$ cat src/rtl/ipv4hrc_pkg.sv
// shared types and constants for the ipv4 header receive check
package ipv4hrc_pkg;

    localparam int unsigned FifoDepthDefault = 4;

    localparam logic [3:0] PosFirst    = 4'd0;
    localparam logic [3:0] PosProto    = 4'd4;
    localparam logic [3:0] PosChecksum = 4'd5;
    localparam logic [3:0] PosSrcHi    = 4'd6;
    localparam logic [3:0] PosSrcLo    = 4'd7;
    localparam logic [3:0] PosDstHi    = 4'd8;
    localparam logic [3:0] PosLast     = 4'd9;
    localparam logic [3:0] PosIdle     = 4'd10;

    localparam logic [31:0] BroadcastAddr = 32'hffff_ffff;

    localparam logic [7:0] ProtoIcmp = 8'd1;
    localparam logic [7:0] ProtoTcp  = 8'd6;
    localparam logic [7:0] ProtoUdp  = 8'd17;

    localparam logic [1:0] VerdictAccepted    = 2'd0;
    localparam logic [1:0] VerdictNotForUs    = 2'd1;
    localparam logic [1:0] VerdictBadChecksum = 2'd2;

    localparam logic [1:0] ClassIcmp    = 2'd0;
    localparam logic [1:0] ClassUdp     = 2'd1;
    localparam logic [1:0] ClassTcp     = 2'd2;
    localparam logic [1:0] ClassUnknown = 2'd3;

    // one complete header as seen by the front end
    typedef struct packed {
        logic [15:0] sum;
        logic [15:0] checksum;
        logic [31:0] dst_addr;
        logic [31:0] src_addr;
        logic [7:0]  proto;
    } t_hdr_rec;

    typedef struct packed {
        logic [1:0]  verdict;
        logic [1:0]  pclass;
        logic [7:0]  proto;
        logic [31:0] src_addr;
    } t_result;

endpackage

$ cat src/rtl/ipv4hrc_front.sv
// front end: word position, checksum sum and field capture
module ipv4hrc_front (
    input  logic                  i_clk,
    input  logic                  i_rst_n,
    input  logic                  i_accept,
    input  logic [15:0]           i_header_word,
    input  logic                  i_start_of_header,
    output logic                  o_rec_push,
    output ipv4hrc_pkg::t_hdr_rec o_rec
);

    logic [3:0]  r_pos, n_pos;
    logic [15:0] r_sum, n_sum;
    logic [15:0] r_csum;
    logic [15:0] r_dst_hi;
    logic [31:0] r_src;
    logic [7:0]  r_proto;

    logic [3:0]  eff_pos;
    logic        active;
    logic [15:0] sum_base;
    logic [16:0] sum_raw;
    logic [15:0] sum_fold;

    always_comb begin
        eff_pos  = i_start_of_header ? ipv4hrc_pkg::PosFirst : r_pos;
        active   = eff_pos < ipv4hrc_pkg::PosIdle;
        sum_base = (eff_pos == ipv4hrc_pkg::PosFirst) ? 16'd0 : r_sum;
        sum_raw  = {1'b0, sum_base} + {1'b0, i_header_word};
        // end-around carry, cannot overflow 16 bits
        sum_fold = sum_raw[15:0] + {15'd0, sum_raw[16]};
        n_sum    = (eff_pos == ipv4hrc_pkg::PosChecksum) ? sum_base : sum_fold;
        n_pos    = active ? (eff_pos + 4'd1) : r_pos;
    end

    always_ff @(posedge i_clk) begin
        if (!i_rst_n) begin
            r_pos <= ipv4hrc_pkg::PosFirst;
        end else if (i_accept) begin
            r_pos <= n_pos;
        end
    end

    always_ff @(posedge i_clk) begin
        if (i_accept && active) begin
            r_sum <= n_sum;
            case (eff_pos)
                ipv4hrc_pkg::PosProto:    r_proto        <= i_header_word[7:0];
                ipv4hrc_pkg::PosChecksum: r_csum         <= i_header_word;
                ipv4hrc_pkg::PosSrcHi:    r_src[31:16]   <= i_header_word;
                ipv4hrc_pkg::PosSrcLo:    r_src[15:0]    <= i_header_word;
                ipv4hrc_pkg::PosDstHi:    r_dst_hi       <= i_header_word;
                default: begin
                end
            endcase
        end
    end

    assign o_rec_push      = i_accept && (eff_pos == ipv4hrc_pkg::PosLast);
    assign o_rec.sum       = sum_fold;
    assign o_rec.checksum  = r_csum;
    assign o_rec.dst_addr  = {r_dst_hi, i_header_word};
    assign o_rec.src_addr  = r_src;
    assign o_rec.proto     = r_proto;

endmodule

$ cat src/rtl/ipv4hrc_fifo.sv
// short header queue between front end and verdict stage
module ipv4hrc_fifo #(
    parameter int unsigned DEPTH = ipv4hrc_pkg::FifoDepthDefault
) (
    input  logic                  i_clk,
    input  logic                  i_rst_n,
    input  logic                  i_wr_en,
    input  ipv4hrc_pkg::t_hdr_rec i_wr_data,
    input  logic                  i_rd_en,
    output ipv4hrc_pkg::t_hdr_rec o_rd_data,
    output logic                  o_full,
    output logic                  o_empty
);

    localparam int unsigned AW = (DEPTH > 1) ? $clog2(DEPTH) : 1;
    localparam int unsigned CW = $clog2(DEPTH + 1);

    ipv4hrc_pkg::t_hdr_rec r_mem [DEPTH];
    logic [AW-1:0] r_wr_ptr, r_rd_ptr;
    logic [CW-1:0] r_count;
    logic          wr_do, rd_do;

    assign o_full  = (r_count == CW'(DEPTH));
    assign o_empty = (r_count == '0);
    assign wr_do   = i_wr_en && !o_full;
    assign rd_do   = i_rd_en && !o_empty;

    always_ff @(posedge i_clk) begin
        if (!i_rst_n) begin
            r_wr_ptr <= '0;
            r_rd_ptr <= '0;
            r_count  <= '0;
        end else begin
            if (wr_do) begin
                r_wr_ptr <= (r_wr_ptr == AW'(DEPTH - 1)) ? '0 : r_wr_ptr + AW'(1);
            end
            if (rd_do) begin
                r_rd_ptr <= (r_rd_ptr == AW'(DEPTH - 1)) ? '0 : r_rd_ptr + AW'(1);
            end
            if (wr_do && !rd_do) begin
                r_count <= r_count + CW'(1);
            end else if (rd_do && !wr_do) begin
                r_count <= r_count - CW'(1);
            end
        end
    end

    always_ff @(posedge i_clk) begin
        if (wr_do) begin
            r_mem[r_wr_ptr] <= i_wr_data;
        end
    end

    assign o_rd_data = r_mem[r_rd_ptr];

endmodule

$ cat src/rtl/ipv4hrc_back.sv
// back end: address filter, checksum compare, protocol class, result register
module ipv4hrc_back (
    input  logic                  i_clk,
    input  logic                  i_rst_n,
    input  logic [31:0]           i_station_addr,
    input  logic                  i_rec_valid,
    input  ipv4hrc_pkg::t_hdr_rec i_rec,
    output logic                  o_rec_take,
    input  logic                  i_pop,
    output logic                  o_valid,
    output ipv4hrc_pkg::t_result  o_result
);

    logic                 r_valid;
    ipv4hrc_pkg::t_result r_result, n_result;
    logic                 addr_ok;
    logic                 csum_ok;

    always_comb begin
        addr_ok = (i_rec.dst_addr == i_station_addr) ||
                  (i_rec.dst_addr == ipv4hrc_pkg::BroadcastAddr);
        csum_ok = (i_rec.checksum == ~i_rec.sum);
        n_result.pclass   = ipv4hrc_pkg::ClassUnknown;
        n_result.proto    = i_rec.proto;
        n_result.src_addr = i_rec.src_addr;
        if (!addr_ok) begin
            n_result.verdict = ipv4hrc_pkg::VerdictNotForUs;
        end else if (!csum_ok) begin
            n_result.verdict = ipv4hrc_pkg::VerdictBadChecksum;
        end else begin
            n_result.verdict = ipv4hrc_pkg::VerdictAccepted;
            case (i_rec.proto)
                ipv4hrc_pkg::ProtoIcmp: n_result.pclass = ipv4hrc_pkg::ClassIcmp;
                ipv4hrc_pkg::ProtoUdp:  n_result.pclass = ipv4hrc_pkg::ClassUdp;
                ipv4hrc_pkg::ProtoTcp:  n_result.pclass = ipv4hrc_pkg::ClassTcp;
                default:                n_result.pclass = ipv4hrc_pkg::ClassUnknown;
            endcase
        end
    end

    // refill the output register whenever it is free or being drained
    assign o_rec_take = i_rec_valid && (!r_valid || i_pop);

    always_ff @(posedge i_clk) begin
        if (!i_rst_n) begin
            r_valid <= 1'b0;
        end else if (o_rec_take) begin
            r_valid <= 1'b1;
        end else if (i_pop) begin
            r_valid <= 1'b0;
        end
    end

    always_ff @(posedge i_clk) begin
        if (o_rec_take) begin
            r_result <= n_result;
        end
    end

    assign o_valid  = r_valid;
    assign o_result = r_result;

endmodule

$ cat src/rtl/ipv4hrc_top.sv
// top level of the ipv4 header receive check
// path: the record of a header is written into the header queue by the edge that accepts
// its tenth word, then loaded into the output register when that is free or being popped
// throughput: one header word per cycle while full is low; full follows the header queue
// (FIFO_DEPTH entries) alone
// reset: clears word position (first word taken as word 0), queue, output, station address
module ipv4_header_receive_check_top #(
    parameter int unsigned FIFO_DEPTH = ipv4hrc_pkg::FifoDepthDefault
) (
    input  logic        i_clk,
    input  logic        i_rst_n,
    input  logic        i_cfg_wr_en,
    input  logic [31:0] i_cfg_wr_data,
    input  logic        push,
    output logic        full,
    input  logic [15:0] i_header_word,
    input  logic        i_start_of_header,
    output logic        empty,
    input  logic        pop,
    output logic [1:0]  o_verdict,
    output logic [1:0]  o_protocol_class,
    output logic [7:0]  o_protocol_number,
    output logic [31:0] o_source_address
);

    logic [31:0]           r_station_addr;
    logic                  accept;
    logic                  rec_push;
    ipv4hrc_pkg::t_hdr_rec rec_in, rec_head;
    logic                  fifo_full, fifo_empty;
    logic                  rec_take;
    logic                  out_valid;
    ipv4hrc_pkg::t_result  result;

    always_ff @(posedge i_clk) begin
        if (!i_rst_n) begin
            r_station_addr <= '0;
        end else if (i_cfg_wr_en) begin
            r_station_addr <= i_cfg_wr_data;
        end
    end

    assign full   = fifo_full;
    assign accept = push && !fifo_full;

    ipv4hrc_front u_front (
        .i_clk             (i_clk),
        .i_rst_n           (i_rst_n),
        .i_accept          (accept),
        .i_header_word     (i_header_word),
        .i_start_of_header (i_start_of_header),
        .o_rec_push        (rec_push),
        .o_rec             (rec_in)
    );

    ipv4hrc_fifo #(
        .DEPTH (FIFO_DEPTH)
    ) u_fifo (
        .i_clk     (i_clk),
        .i_rst_n   (i_rst_n),
        .i_wr_en   (rec_push),
        .i_wr_data (rec_in),
        .i_rd_en   (rec_take),
        .o_rd_data (rec_head),
        .o_full    (fifo_full),
        .o_empty   (fifo_empty)
    );

    ipv4hrc_back u_back (
        .i_clk          (i_clk),
        .i_rst_n        (i_rst_n),
        .i_station_addr (r_station_addr),
        .i_rec_valid    (!fifo_empty),
        .i_rec          (rec_head),
        .o_rec_take     (rec_take),
        .i_pop          (pop && out_valid),
        .o_valid        (out_valid),
        .o_result       (result)
    );

    assign empty             = !out_valid;
    assign o_verdict         = result.verdict;
    assign o_protocol_class  = result.pclass;
    assign o_protocol_number = result.proto;
    assign o_source_address  = result.src_addr;

endmodule
$ cat config.mk
export PLATFORM = sky130hd
export DESIGN_NAME = ipv4_header_receive_check_top
export DESIGN_NICKNAME = d
export VERILOG_FILES = /design/src/rtl/ipv4hrc_pkg.sv /design/src/rtl/ipv4hrc_front.sv /design/src/rtl/ipv4hrc_fifo.sv /design/src/rtl/ipv4hrc_back.sv /design/src/rtl/ipv4hrc_top.sv
export SDC_FILE = /design/constraint.sdc
export NUM_CORES = 1
export LEC_CHECK = 0
export CORE_MARGIN = 4
export CORE_UTILIZATION = 60
export DETAILED_ROUTE_END_ITERATION = 10
export DONT_BUFFER_PORTS = 1
export GPL_TIMING_DRIVEN = 0
export PLACE_DENSITY = 0.74
export SLEW_MARGIN = 20
export SYNTH_ARGS = -nofsm -noshare
export SYNTH_HDL_FRONTEND = slang
export SYNTH_SLANG_ARGS = --single-unit
$ cat constraint.sdc
create_clock -name i_clk -period 14.4 [get_ports i_clk]
set_input_delay 1.44 -clock i_clk [delete_from_list [all_inputs] [get_ports i_clk]]
set_output_delay 1.44 -clock i_clk [all_outputs]
set_load 0.02 [all_outputs]
==> metrics.yaml, run 1 <==
run_status:
  status: "finished clean"
routing:
  drt_iter0_markers: 1252
  num_vias: 10857
  drtAntennaViolNets: 0
  vias_per_cell: 5.99
  wl_per_cell_um: 25.2
  drc: 0
  routed_wl_um: 45800
  firstDrtPassIters: 5
synthesis:
  yosys_warnings: 0
  ys_types: 55
  synthArstFlopShare: 0
  yosys.area_share.simple: 0.0515
  synthTopCellsByArea: "edfxtp_1, mux4_2, dfxtp_1, xor2_1, mux2i_1"
  yosysSeqAreaShare: 0.763
  synth_top_area_frac: 0.722
  muxShareOfSynthArea: 0.0948
  syn_inst: 1183
  syn_area_um2: 22800
  synthFlopType: "edfxtp_1"
  synth_edf_count: 548
  synth_top_family_by_area: "multiplexers"
  syn-num-nets: 1267
  syn_area_per_cell_um2: 19.3
  ys_seq_elements: 594
  synth_compound_area_frac: 0.0186
  synth.most_common_cell: "edfxtp_1"
  synthTopCellsByCount: "edfxtp_1, xor2_1, mux4_2, dfxtp_1"
  synthAdderAreaFrac: 0.0171
  yosys.area.top_type: "edfxtp_1"
  synth-xor-area-share: 0.0473
clock_network:
  cts_hold_buffers: 0
  clockRootBuffer: "clkbuf_16"
  cts_tree: "built"
  clockBufferDepth: 3
  cts_max_level: 2
  cts.sinks: 594
  cts.reportedPaths.clkPinSlew_ns: 0.06
  cts.repair.resized: 0
  numCtsBuffers: 57
  cts_setup_buffers: 0
  clk_latency_ns: 0.61
power_and_ir_drop:
  leakage_uw: 0.00840
  vdd_drop_max_uv: 116
  power_density_nw_per_um2: 162
sta:
  finalSetupTns_ns: 0
  rsz0062_at_grt: "false"
  drv_slew: 0
  period_share: 0.436
  worst_clock_skew_ns: 0.0307
  setup_viol: 0
  fin_crit_ns: 6.28
  whs_ns: 0.492
  relSlewSlack: 0.316
  max_freq_ghz: 0.159
  finalHoldViolations: 0
  worstMarginPinSlew_ns: 1.03
layout:
  synthToLayoutAreaGrowth_pct: 12.5
  layout-drive-gt1-share: 0.162
  fin_nets: 1341
  diodes: 0
critical_path:
  path_cells: "clkbuf_1 -> nand2b_1 -> ha_1 -> o21ai_0 -> and2_1 -> ha_1 -> fa_1 -> a21o_1 -> a311oi_2 -> nor3_1 -> o41ai_1 -> nor2b_1 -> o21ai_0 -> nand2b_1 -> ha_1 -> ha_1 -> and2_1 -> nand4_1 -> nor2_1 -> o21ai_0 -> a31oi_1 -> xor2_1 -> mux2_2"
  critPathArrivalTime_ns: 6.64
  reg2reg_slack_ns: 9.05
  crit_buf_inv: 1
  cp_slowest_stage_delay_ns: 0.45
  slowest_stage: "o41ai_1"
  critPathMaxFanout: 10
  cp-start-kind: "primary input"
  cp_top_family: "compound AO/OA/AOI/OAI gates"
  crit_required_ns: 14.76
  worstSetupEndpointType: "flip-flop"
  cpMostUsedCell: "ha_1"
  critical_path_class: "in -> reg"
place:
  port_buffers: 0
  routabilityCongestion: 0.852
  hpwl_um: 28600
die:
  start_util: 0.606
  core_area_um2: 37600
  die_h_um: 203
  ios: 100
  die_w_um: 203
  rows: 71
  die_area_um2: 41200
global_route:
  grt_pass1_wl_um: 68900
  first_global_vias: 10933
  antenna_found_initial: 5
  grtUsageTotal: 0.227
  grt_max_degree: 48
  overflow: 0
run:
  cap_violations: 0
worst_hold_path:
  hp-class: "reg -> reg"
==> logic make-up after synthesis <==
logic type / count (synthesis)
AND/OR/NAND/NOR: 205
buffers and inverters: 42
multiplexers: 124
flip-flops: 594
adder cells (fa/ha/maj): 30
AO/OA/AOI/OAI: 65
XOR/XNOR: 123
==> final timing paths <==
check | start | to | cells after the start
worst max-delay path | i_start_of_header | u_front.r_sum[8] | 23
worst min-delay path | u_front.r_proto[7] | u_fifo.r_mem[3][7] | 0
worst max register to register | u_front.r_pos[1] | u_front.r_sum[8] | 22
worst min register to register | u_front.r_proto[7] | u_fifo.r_mem[3][7] | 0
==> flip-flops by register name (all words and copies together), names as in the netlist, named ones only <==
signal	cells
r_station_addr	32
u_back.o_result	44
u_back.o_valid	1
u_fifo.r_count	3
u_fifo.r_mem	416
u_fifo.r_rd_ptr	2
u_fifo.r_wr_ptr	2
u_front.r_csum	16
u_front.r_dst_hi	16
u_front.r_pos	4
u_front.r_proto	8
u_front.r_src	32
u_front.r_sum	16
==> report_power, final <==
group          internal, uW  total [uW]  switching [uW]
clock network           866        1480             614
logic                   235         552             317
registers              2010        2130             117
==> cell type report <==
cell class	instances	area, um^2
Buffer	30	136
Clock buffer	69	1500
Clock inverter	36	363
Fill cell	2381	11900
Inverter	12	45.0
Multi-Input combinational cell	547	5260
Sequential cell	594	17400
Tap cell	511	639
Timing Repair Buffer	15	304
==> metal layers <==
layer / part of all wire / global-route usage / up-vias / wire (um)
met2: 0.49 / 0.365 / 396 / 22300
met4: 0.021 / 0.0558 / 0 / 982
li1: - / - / 4813 / -
met5: 0 / 0 / - / 0
met3: 0.071 / 0.0430 / 70 / 3250
met1: 0.42 / 0.330 / 5578 / 19200
==> placed cells by master (no fill, tap or decap), drive strengths merged, types with 3 or more instances in the layout <==
cell,synthesis,final
a21o,3,3
nor4,22,22
nand3,6,6
nand4,21,21
dfxtp,46,46
and2,24,24
o211ai,3,3
mux2,15,15
nand2,28,28
buf,15,30
mux2i,37,37
a21oi,22,22
nand2b,7,7
edfxtp,548,548
xnor2,42,42
and3,3,3
inv,12,13
o21ai,17,17
nor2b,42,42
clkinv,0,28
or3,5,5
nor3,12,12
xor2,81,81
bufinv,0,7
ha,28,28
clkbuf,15,84
a21boi,3,3
nor2,28,28
mux4,72,72
==> per-stage QoR <==
step / power (uW) / worst slack (ns) / instances / area, um^2 / utilization
global route: 4320 / 7.59 / 1814 / 25600 / 0.682
floorplan: 2540 / 8.54 / 1183 / 22800 / -
finish: 4160 / 8.12 / 1814 / 25600 / 0.682
CTS: 4200 / 8.13 / 1814 / 25600 / 0.682
global placement: 2690 / 6.81 / 1694 / 23400 / 0.623
detailed placement: 2720 / 7.50 / 1709 / 23800 / 0.632
No activity file was read; power rests on OpenSTA's default activity.
==> run 2, diff against run 1 <==
--- a/config.mk
+++ b/config.mk
@@ -5,6 +5,7 @@
 export SDC_FILE = /design/constraint.sdc
 export NUM_CORES = 1
 export LEC_CHECK = 0
+export ABC_AREA = 1
 export CORE_MARGIN = 4
 export CORE_UTILIZATION = 60
 export DETAILED_ROUTE_END_ITERATION = 10
==> constraint.sdc (replaced) <==
create_clock -name i_clk -period 5.8 [get_ports i_clk]
set_input_delay 0.58 -clock i_clk [delete_from_list [all_inputs] [get_ports i_clk]]
set_output_delay 0.58 -clock i_clk [all_outputs]
set_load 0.02 [all_outputs]
==> run 2 against run 1 <==
Compared with the run above:
- setup slack got worse by 7.5 ns
- critical endpoint is now u_front.r_sum[13]
- highest routed layer is now met5
- synthesized cell count rose by 63%
- global-route usage rose by 2.7 points
- cell area rose by 4.7%
- clock skew fell by 0.015 ns
==> metrics.yaml, run 2 <==
run_status:
  status: "finished clean"  # unchanged
clock_network:
  clk_latency_ns: 0.60  # was 0.61 ns
  clockBufferDepth: 3  # unchanged
  cts_tree: "built"  # unchanged
  cts_max_level: 2  # unchanged
  cts_setup_buffers: 0  # unchanged
  cts.reportedPaths.clkPinSlew_ns: 0.06  # about the same
  cts.sinks: 594  # unchanged
  clockRootBuffer: "clkbuf_16"  # unchanged
  cts_hold_buffers: 0  # unchanged
  numCtsBuffers: 56  # was 57
layout:
  largest_reg_flops: 416  # unchanged
  utilization: 0.690  # was 0.682
  layout-drive-gt1-share: 0.0807  # was 0.162
  nFillCells: 2659  # was 2381
  seq_area_um2: 17400  # unchanged
  final_common_cell: "edfxtp_1"  # unchanged
  layout_common_cells: "edfxtp_1, nand2_1, nor2_1"  # was edfxtp_1, xor2_1, mux4_2
  synthToLayoutAreaGrowth_pct: 13.0  # was 12.5%
  fin_nets: 2098  # was 1341
  multi_input_area_um2: 5640  # was 5260 um^2
  top_register: "u_fifo.r_mem"  # unchanged
global_route:
  overflow: 0  # unchanged
  grt_max_degree: 27  # was 48
  antenna_found_initial: 3  # was 5
  grt_pass1_wl_um: 83600  # was 68900 um
  grtUsageTotal: 0.254  # was 0.227
  first_global_vias: 14589  # was 10933
worst_hold_path:
  worstHoldStart: "i_header_word[6]"  # was u_front.r_proto[7]
  holdPathEnd: "u_front.r_src[22]"  # was u_fifo.r_mem[3][7]
  min_delay_path_depth: 0  # unchanged
  hp-class: "in -> reg"  # was reg -> reg
die:
  rows: 72  # was 71
  ios: 100  # unchanged
  start_util: 0.611  # was 0.606
  core_area_um2: 38900  # was 37600 um^2
  die_h_um: 207  # was 203 um
  die_area_um2: 42900  # was 41200 um^2
  die_w_um: 207  # was 203 um
sta:
  setup_viol: 0  # unchanged
  finalHoldViolations: 0  # unchanged
  finalSetupTns_ns: 0  # unchanged
  max_freq_ghz: 0.193
  fin_crit_ns: 5.18
  fin_ws_ns: 0.619  # was 8.12 ns
  whs_ns: 0.0674  # was 0.492 ns
  relSlewSlack: 0.500  # was 0.316
  period_share: 0.893
  rsz0062_at_grt: "false"  # unchanged
  worst_clock_skew_ns: 0.0156  # was 0.0307 ns
  worstMarginPinSlew_ns: 0.744  # was 1.03 ns
  drv_slew: 0  # unchanged
routing:
  drt_iter0_markers: 1441  # was 1252
  wl_per_cell_um: 21.7  # was 25.2 um
  firstDrtPassIters: 5  # unchanged
  routed_wl_um: 55800  # was 45800 um
  num_vias: 14892  # was 10857
  vias_per_cell: 5.78  # was 5.99
  drtAntennaViolNets: 0  # unchanged
  drc: 0  # unchanged
critical_path:
  crit_required_ns: 6.15  # was 14.76 ns
  critPathMaxFanout: 9  # was 10
  critical_path_class: "reg -> reg"  # was in -> reg
  cp_slowest_stage_delay_ns: 0.49  # was 0.45 ns
  cp_top_family: "simple AND/OR/NAND/NOR gates"  # was compound AO/OA/AOI/OAI gates
  cp-start-kind: "flip-flop"  # was primary input
  crit_path_start: "u_front.r_pos[1]"  # was i_start_of_header
  cpMostUsedCell: "nand2_1"  # was ha_1
  reg2reg_from: "u_front.r_pos[1]"  # unchanged
  rr_endpoint: "u_front.r_sum[13]"  # was u_front.r_sum[8]
  crit_buf_inv: 6  # was 1
  worstSetupEndpointType: "flip-flop"  # unchanged
  ff2ff_path_depth: 30  # was 22
  critPathArrivalTime_ns: 5.53  # was 6.64 ns
  reg2reg_slack_ns: 0.62  # was 9.05 ns
  slowest_stage: "nor3_4"  # was o41ai_1
synthesis:
  syn_inst: 1930  # was 1183
  synth_top_area_frac: 0.693  # was 0.722
  syn_area_um2: 23800  # was 22800 um^2
  yosys.area.top_type: "edfxtp_1"  # unchanged
  synthTopCellsByArea: "edfxtp_1, nand2_1, dfxtp_1, nor2_1, nand3_1"  # was edfxtp_1, mux4_2, dfxtp_1, xor2_1, mux2i_1
  syn-num-nets: 2014  # was 1267
  synthFlopType: "edfxtp_1"  # unchanged
  yosysSeqAreaShare: 0.731  # was 0.763
  synthTopCellsByCount: "edfxtp_1, nand2_1, nor2_1, inv_1, nand3_1"  # was edfxtp_1, xor2_1, mux4_2, dfxtp_1
  ys_seq_elements: 594  # unchanged
  synth.most_common_cell: "edfxtp_1"  # unchanged
  yosys_warnings: 0  # unchanged
  synth_edf_count: 548  # unchanged
  syn_area_per_cell_um2: 12.3  # was 19.3 um^2
  synthArstFlopShare: 0  # unchanged
  ys_types: 40  # was 55
run:
  cap_violations: 0  # unchanged
place:
  hpwl_um: 37000  # was 28600 um
  routabilityCongestion: 0.862  # was 0.852
  port_buffers: 0  # unchanged
  dp_worst_setup_slack_ns: 0.219  # was 7.50 ns
power_and_ir_drop:
  power_density_nw_per_um2: 438  # was 162 nW/um^2
  leakage_uw: 0.00992  # was 0.00840 uW
  vdd_drop_max_uv: 300  # was 116 uV
-- run 2: cell count changes after synthesis, sizes merged, moves of 72 or more --
cell / delta
o21ai: +116
nand2: +387
nand3: +128
inv: +127
nor2: +187
mux4: -72
-- run 2: worst max path at each step --
stage,end,depth (start not counted)
final,u_front.r_sum[13],30
after global routing,u_front.r_sum[13],30
after CTS,u_front.r_sum[13],30
after detailed placement,u_front.r_sum[13],29
after global placement,u_fifo.r_mem[3][34],6
after floorplan,u_fifo.r_mem[0][0],6
-- run 2: per-stage QoR --
step	instance area, um^2	std cells	total power (uW)
2_1_floorplan	23800	1930	7210
3_3_place_gp	24400	2448	7980
3_5_place_dp	25000	2474	8140
4_1_cts	26800	2575	11800
5_1_grt	26800	2575	12300
6_report	26800	2577	11800
-- run 2: final cells by class --
| type | instances | share of cell area |
|---|---|---|
| Clock inverter | 30 | 0.0119 |
| Multi-Input combinational cell | 1135 | 0.210 |
| Tap cell | 518 | 0.0241 |
| Timing Repair Buffer | 26 | 0.0201 |
| Inverter | 139 | 0.0194 |
| Sequential cell | 594 | 0.647 |
| Antenna cell | 2 | 0.000186 |
| Clock buffer | 71 | 0.0558 |
| Buffer | 62 | 0.0109 |
-- run 2: repair_timing --
action,CTS,global route
hold endpoints to repair,0,0
endpoints found under the setup margin,0,1
gates resized for setup,0,1
-- run 2: cell families after synthesis --
kind of cell / after synthesis / synth area share
DFF: 594 / 0.731
xor gates and xnor gates: 65 / 0.0243
adders and majority gates: 30 / 0.0164
and+or+nand+nor: 823 / 0.144
AOI/OAI and AO/OA: 217 / 0.0495
buffers and inverters: 201 / 0.0343
-- run 2: metal layers --
metal / vias to the layer above / part of all wire / track usage
li1: 6897 / - / -
met1: 7211 / 0.39 / 0.337
met2: 649 / 0.49 / 0.420
met3: 129 / 0.078 / 0.0551
met4: 6 / 0.034 / 0.0942
met5: - / 0.00082 / 0
-- run 2: power breakdown --
group | switching (uW) | internal (uW) | leakage, uW | total, uW
logic | 1910 | 784 | 0.00369 | 2700
clock network | 1530 | 2130 | 0.000887 | 3660
registers | 303 | 5090 | 0.00534 | 5400
total | 3740 | 8010 | 0.00992 | 11800
==> run 3, diff against run 2 <==
--- a/config.mk
+++ b/config.mk
@@ -6,12 +6,15 @@
 export NUM_CORES = 1
 export LEC_CHECK = 0
 export ABC_AREA = 1
+export CELL_PAD_IN_SITES_DETAIL_PLACEMENT = 1
+export CELL_PAD_IN_SITES_GLOBAL_PLACEMENT = 1
+export CORE_ASPECT_RATIO = 1.2
 export CORE_MARGIN = 4
-export CORE_UTILIZATION = 60
+export CORE_UTILIZATION = 52
 export DETAILED_ROUTE_END_ITERATION = 10
 export DONT_BUFFER_PORTS = 1
 export GPL_TIMING_DRIVEN = 0
-export PLACE_DENSITY = 0.74
+export PLACE_DENSITY = 0.77
 export SLEW_MARGIN = 20
 export SYNTH_ARGS = -nofsm -noshare
 export SYNTH_HDL_FRONTEND = slang
==> run 3 against run 2 <==
Compared with the run above:
- die area rose by 15%
- clock power rose by 6.0%
- power rose by 2.7%
- cell count rose by 3.9%
- global-route usage rose by 1.3 points
- utilization fell by 8.6 points
- via count rose by 2.4%
- sequential share of layout area fell by 0.75 points
- register-to-register slack got worse by 0.08 ns
- combinational power rose by 4%
- fmax fell by 1.4%
- critical endpoint is now u_fifo.r_mem[3][103]
- largest cell class unchanged
==> metrics.yaml, run 3 (synthesis results as in run 2) <==
run_status:
  status: "finished clean"  # unchanged
routing:
  firstDrtPassIters: 5  # unchanged
  wl_per_cell_um: 24.7  # was 21.7 um
  wl_met3_um: 4750  # was 4360 um
  vias_per_cell: 5.70  # was 5.78
  drt_iter0_markers: 1103  # was 1441
  drc: 0  # unchanged
  wl_met1_um: 24000  # was 22000 um
  routed_wl_um: 66000  # was 55800 um
  drtAntennaViolNets: 0  # unchanged
  num_vias: 15255  # was 14892
  routed-wl-met2_um: 34900  # was 27600 um
  routed.top_layer: "met4"  # was met5
layout:
  final_common_cell: "edfxtp_1"  # unchanged
  largest_reg_flops: 416  # unchanged
  top_register: "u_fifo.r_mem"  # unchanged
  fin_nets: 2100  # was 2098
  layout_common_cells: "edfxtp_1, nand2_1, nor2_1"  # unchanged
  layout-drive-gt1-share: 0.0858  # was 0.0807
  finalInstanceArea_um2: 27200  # was 26800 um^2
  synthToLayoutAreaGrowth_pct: 14.3  # was 13.0%
  utilization: 0.604  # was 0.690
place:
  hpwl_um: 45600  # was 37000 um
  routabilityCongestion: 0.904  # was 0.862
  placed_cell_area_um2: 25200  # was 25000 um^2
  dp_worst_setup_slack_ns: -0.0352  # was 0.219 ns
  port_buffers: 0  # unchanged
sta:
  fin_crit_ns: 5.26  # was 5.18 ns
  max_freq_ghz: 0.190  # was 0.193 GHz
  whs_ns: 0.0630  # was 0.0674 ns
  worstMarginPinSlew_ns: 0.934  # was 0.744 ns
  drv_slew: 0  # unchanged
  relSlewSlack: 0.373  # was 0.500
  finalHoldViolations: 0  # unchanged
  period_share: 0.906  # was 0.893
  worst_clock_skew_ns: 0.0161  # was 0.0156 ns
  setup_viol: 0  # unchanged
  rsz0062_at_grt: "false"  # unchanged
  fin_ws_ns: 0.543  # was 0.619 ns
global_route:
  first_global_vias: 16551  # was 14589
  grt_pass1_wl_um: 98200  # was 83600 um
  grt_max_degree: 31  # was 27
  grtUsageTotal: 0.268  # was 0.254
  antenna_found_initial: 5  # was 3
  overflow: 0  # unchanged
critical_path:
  ff2ff_path_depth: 27  # was 30
  worstSetupEndpointType: "flip-flop"  # unchanged
  rr_endpoint: "u_fifo.r_mem[3][103]"  # was u_front.r_sum[13]
  cp_slowest_stage_delay_ns: 0.47  # was 0.49 ns
  critPathMaxFanout: 9  # unchanged
  reg2reg_from: "u_front.r_pos[1]"  # unchanged
  cp-start-kind: "flip-flop"  # unchanged
  crit_required_ns: 6.13  # was 6.15 ns
  critical_path_class: "reg -> reg"  # unchanged
  slowest_stage: "nor3_4"  # unchanged
  critPathArrivalTime_ns: 5.59  # was 5.53 ns
  reg2reg_slack_ns: 0.54  # was 0.62 ns
die:
  rows: 85  # was 72
  die_area_um2: 49200  # was 42900 um^2
  ios: 100  # unchanged
  die_h_um: 242  # was 207 um
  start_util: 0.528  # was 0.611
  core_area_um2: 45000  # was 38900 um^2
  die_w_um: 203  # was 207 um
run:
  cap_violations: 0  # unchanged
power_and_ir_drop:
  leakage_uw: 0.0100  # was 0.00992 uW
  power_density_nw_per_um2: 444  # was 438 nW/um^2
  finalPower_uw: 12100  # was 11800 uW
  vdd_drop_max_uv: 307  # was 300 uV
worst_hold_path:
  min_delay_path_depth: 0  # unchanged
  hp-class: "in -> reg"  # unchanged
  holdPathEnd: "u_fifo.r_mem[0][42]"  # was u_front.r_src[22]
  worstHoldStart: "i_header_word[2]"  # was i_header_word[6]
clock_network:
  cts_hold_buffers: 0  # unchanged
  cts_setup_buffers: 0  # unchanged
  clockRootBuffer: "clkbuf_16"  # unchanged
  cts.repair.resized: 0  # unchanged
  cts.reportedPaths.clkPinSlew_ns: 0.07  # was 0.06 ns
  clockBufferDepth: 3  # unchanged
  cts_tree: "built"  # unchanged
  cts_max_level: 2  # unchanged
  clk_latency_ns: 0.61  # was 0.60 ns
  numCtsBuffers: 56  # unchanged
  cts.sinks: 594  # unchanged
==> run 3: metal layers <==
layer  GRT usage  vias up
met1       0.323     7681
li1            -     6897
met3      0.0502      130
met4      0.0947        0
met5           0        -
met2       0.482      547
==> run 3: where the power goes <==
group / total [uW] / internal (uW) / leakage, uW / switching, uW
clock: 3880 / 2280 / 0.000945 / 1600
sequential: 5390 / 5090 / 0.00534 / 297
combinational: 2800 / 764 / 0.00372 / 2030
total: 12100 / 8140 / 0.0100 / 3930
==> run 3: how the worst max path moves through the flow <==
stage | start | endpoint | slack, ns | depth (start not counted)
4_1_cts | u_front.r_pos[1] | u_front.r_sum[6] | 0.11 | 27
2_1_floorplan | i_start_of_header | u_fifo.r_mem[0][0] | -0.51 | 6
6_report | u_front.r_pos[1] | u_fifo.r_mem[3][103] | 0.54 | 27
3_5_place_dp | i_start_of_header | u_front.r_sum[6] | -0.04 | 26
5_1_grt | u_front.r_pos[1] | u_front.r_sum[13] | 0.03 | 30
3_3_place_gp | i_start_of_header | u_fifo.r_mem[3][32] | -4.21 | 6
==> run 3: worst max-delay path: cells and delay by family, from the launching register on <==
family | cells | cell delay (ns)
fa+ha+maj | 3 | 0.75
compound gates | 2 | 0.30
flops | 1 | 0.30
buf+inv | 6 | 0.73
simple gates | 16 | 2.90
==> run 3: area by class of cell <==
| class | instances | area, um^2 |
|---|---|---|
| Buffer | 62 | 293 |
| Timing Repair Buffer | 28 | 599 |
| Clock inverter | 39 | 464 |
| Fill cell | 4471 | 17800 |
| Inverter | 139 | 522 |
| Clock buffer | 67 | 1490 |
| Sequential cell | 594 | 17400 |
| Antenna cell | 4 | 10.0 |
| Tap cell | 609 | 762 |
| Multi-Input combinational cell | 1135 | 5650 |
==> run 3: through the flow <==
| step | TNS [ns] | cells |
|---|---|---|
| global route | 0 | 2673 |
| detailed placement | -0.161 | 2567 |
| global placement | -1724.76 | 2539 |
| finish | 0 | 2677 |
| CTS | 0 | 2673 |
| floorplan | -212.96 | 1930 |
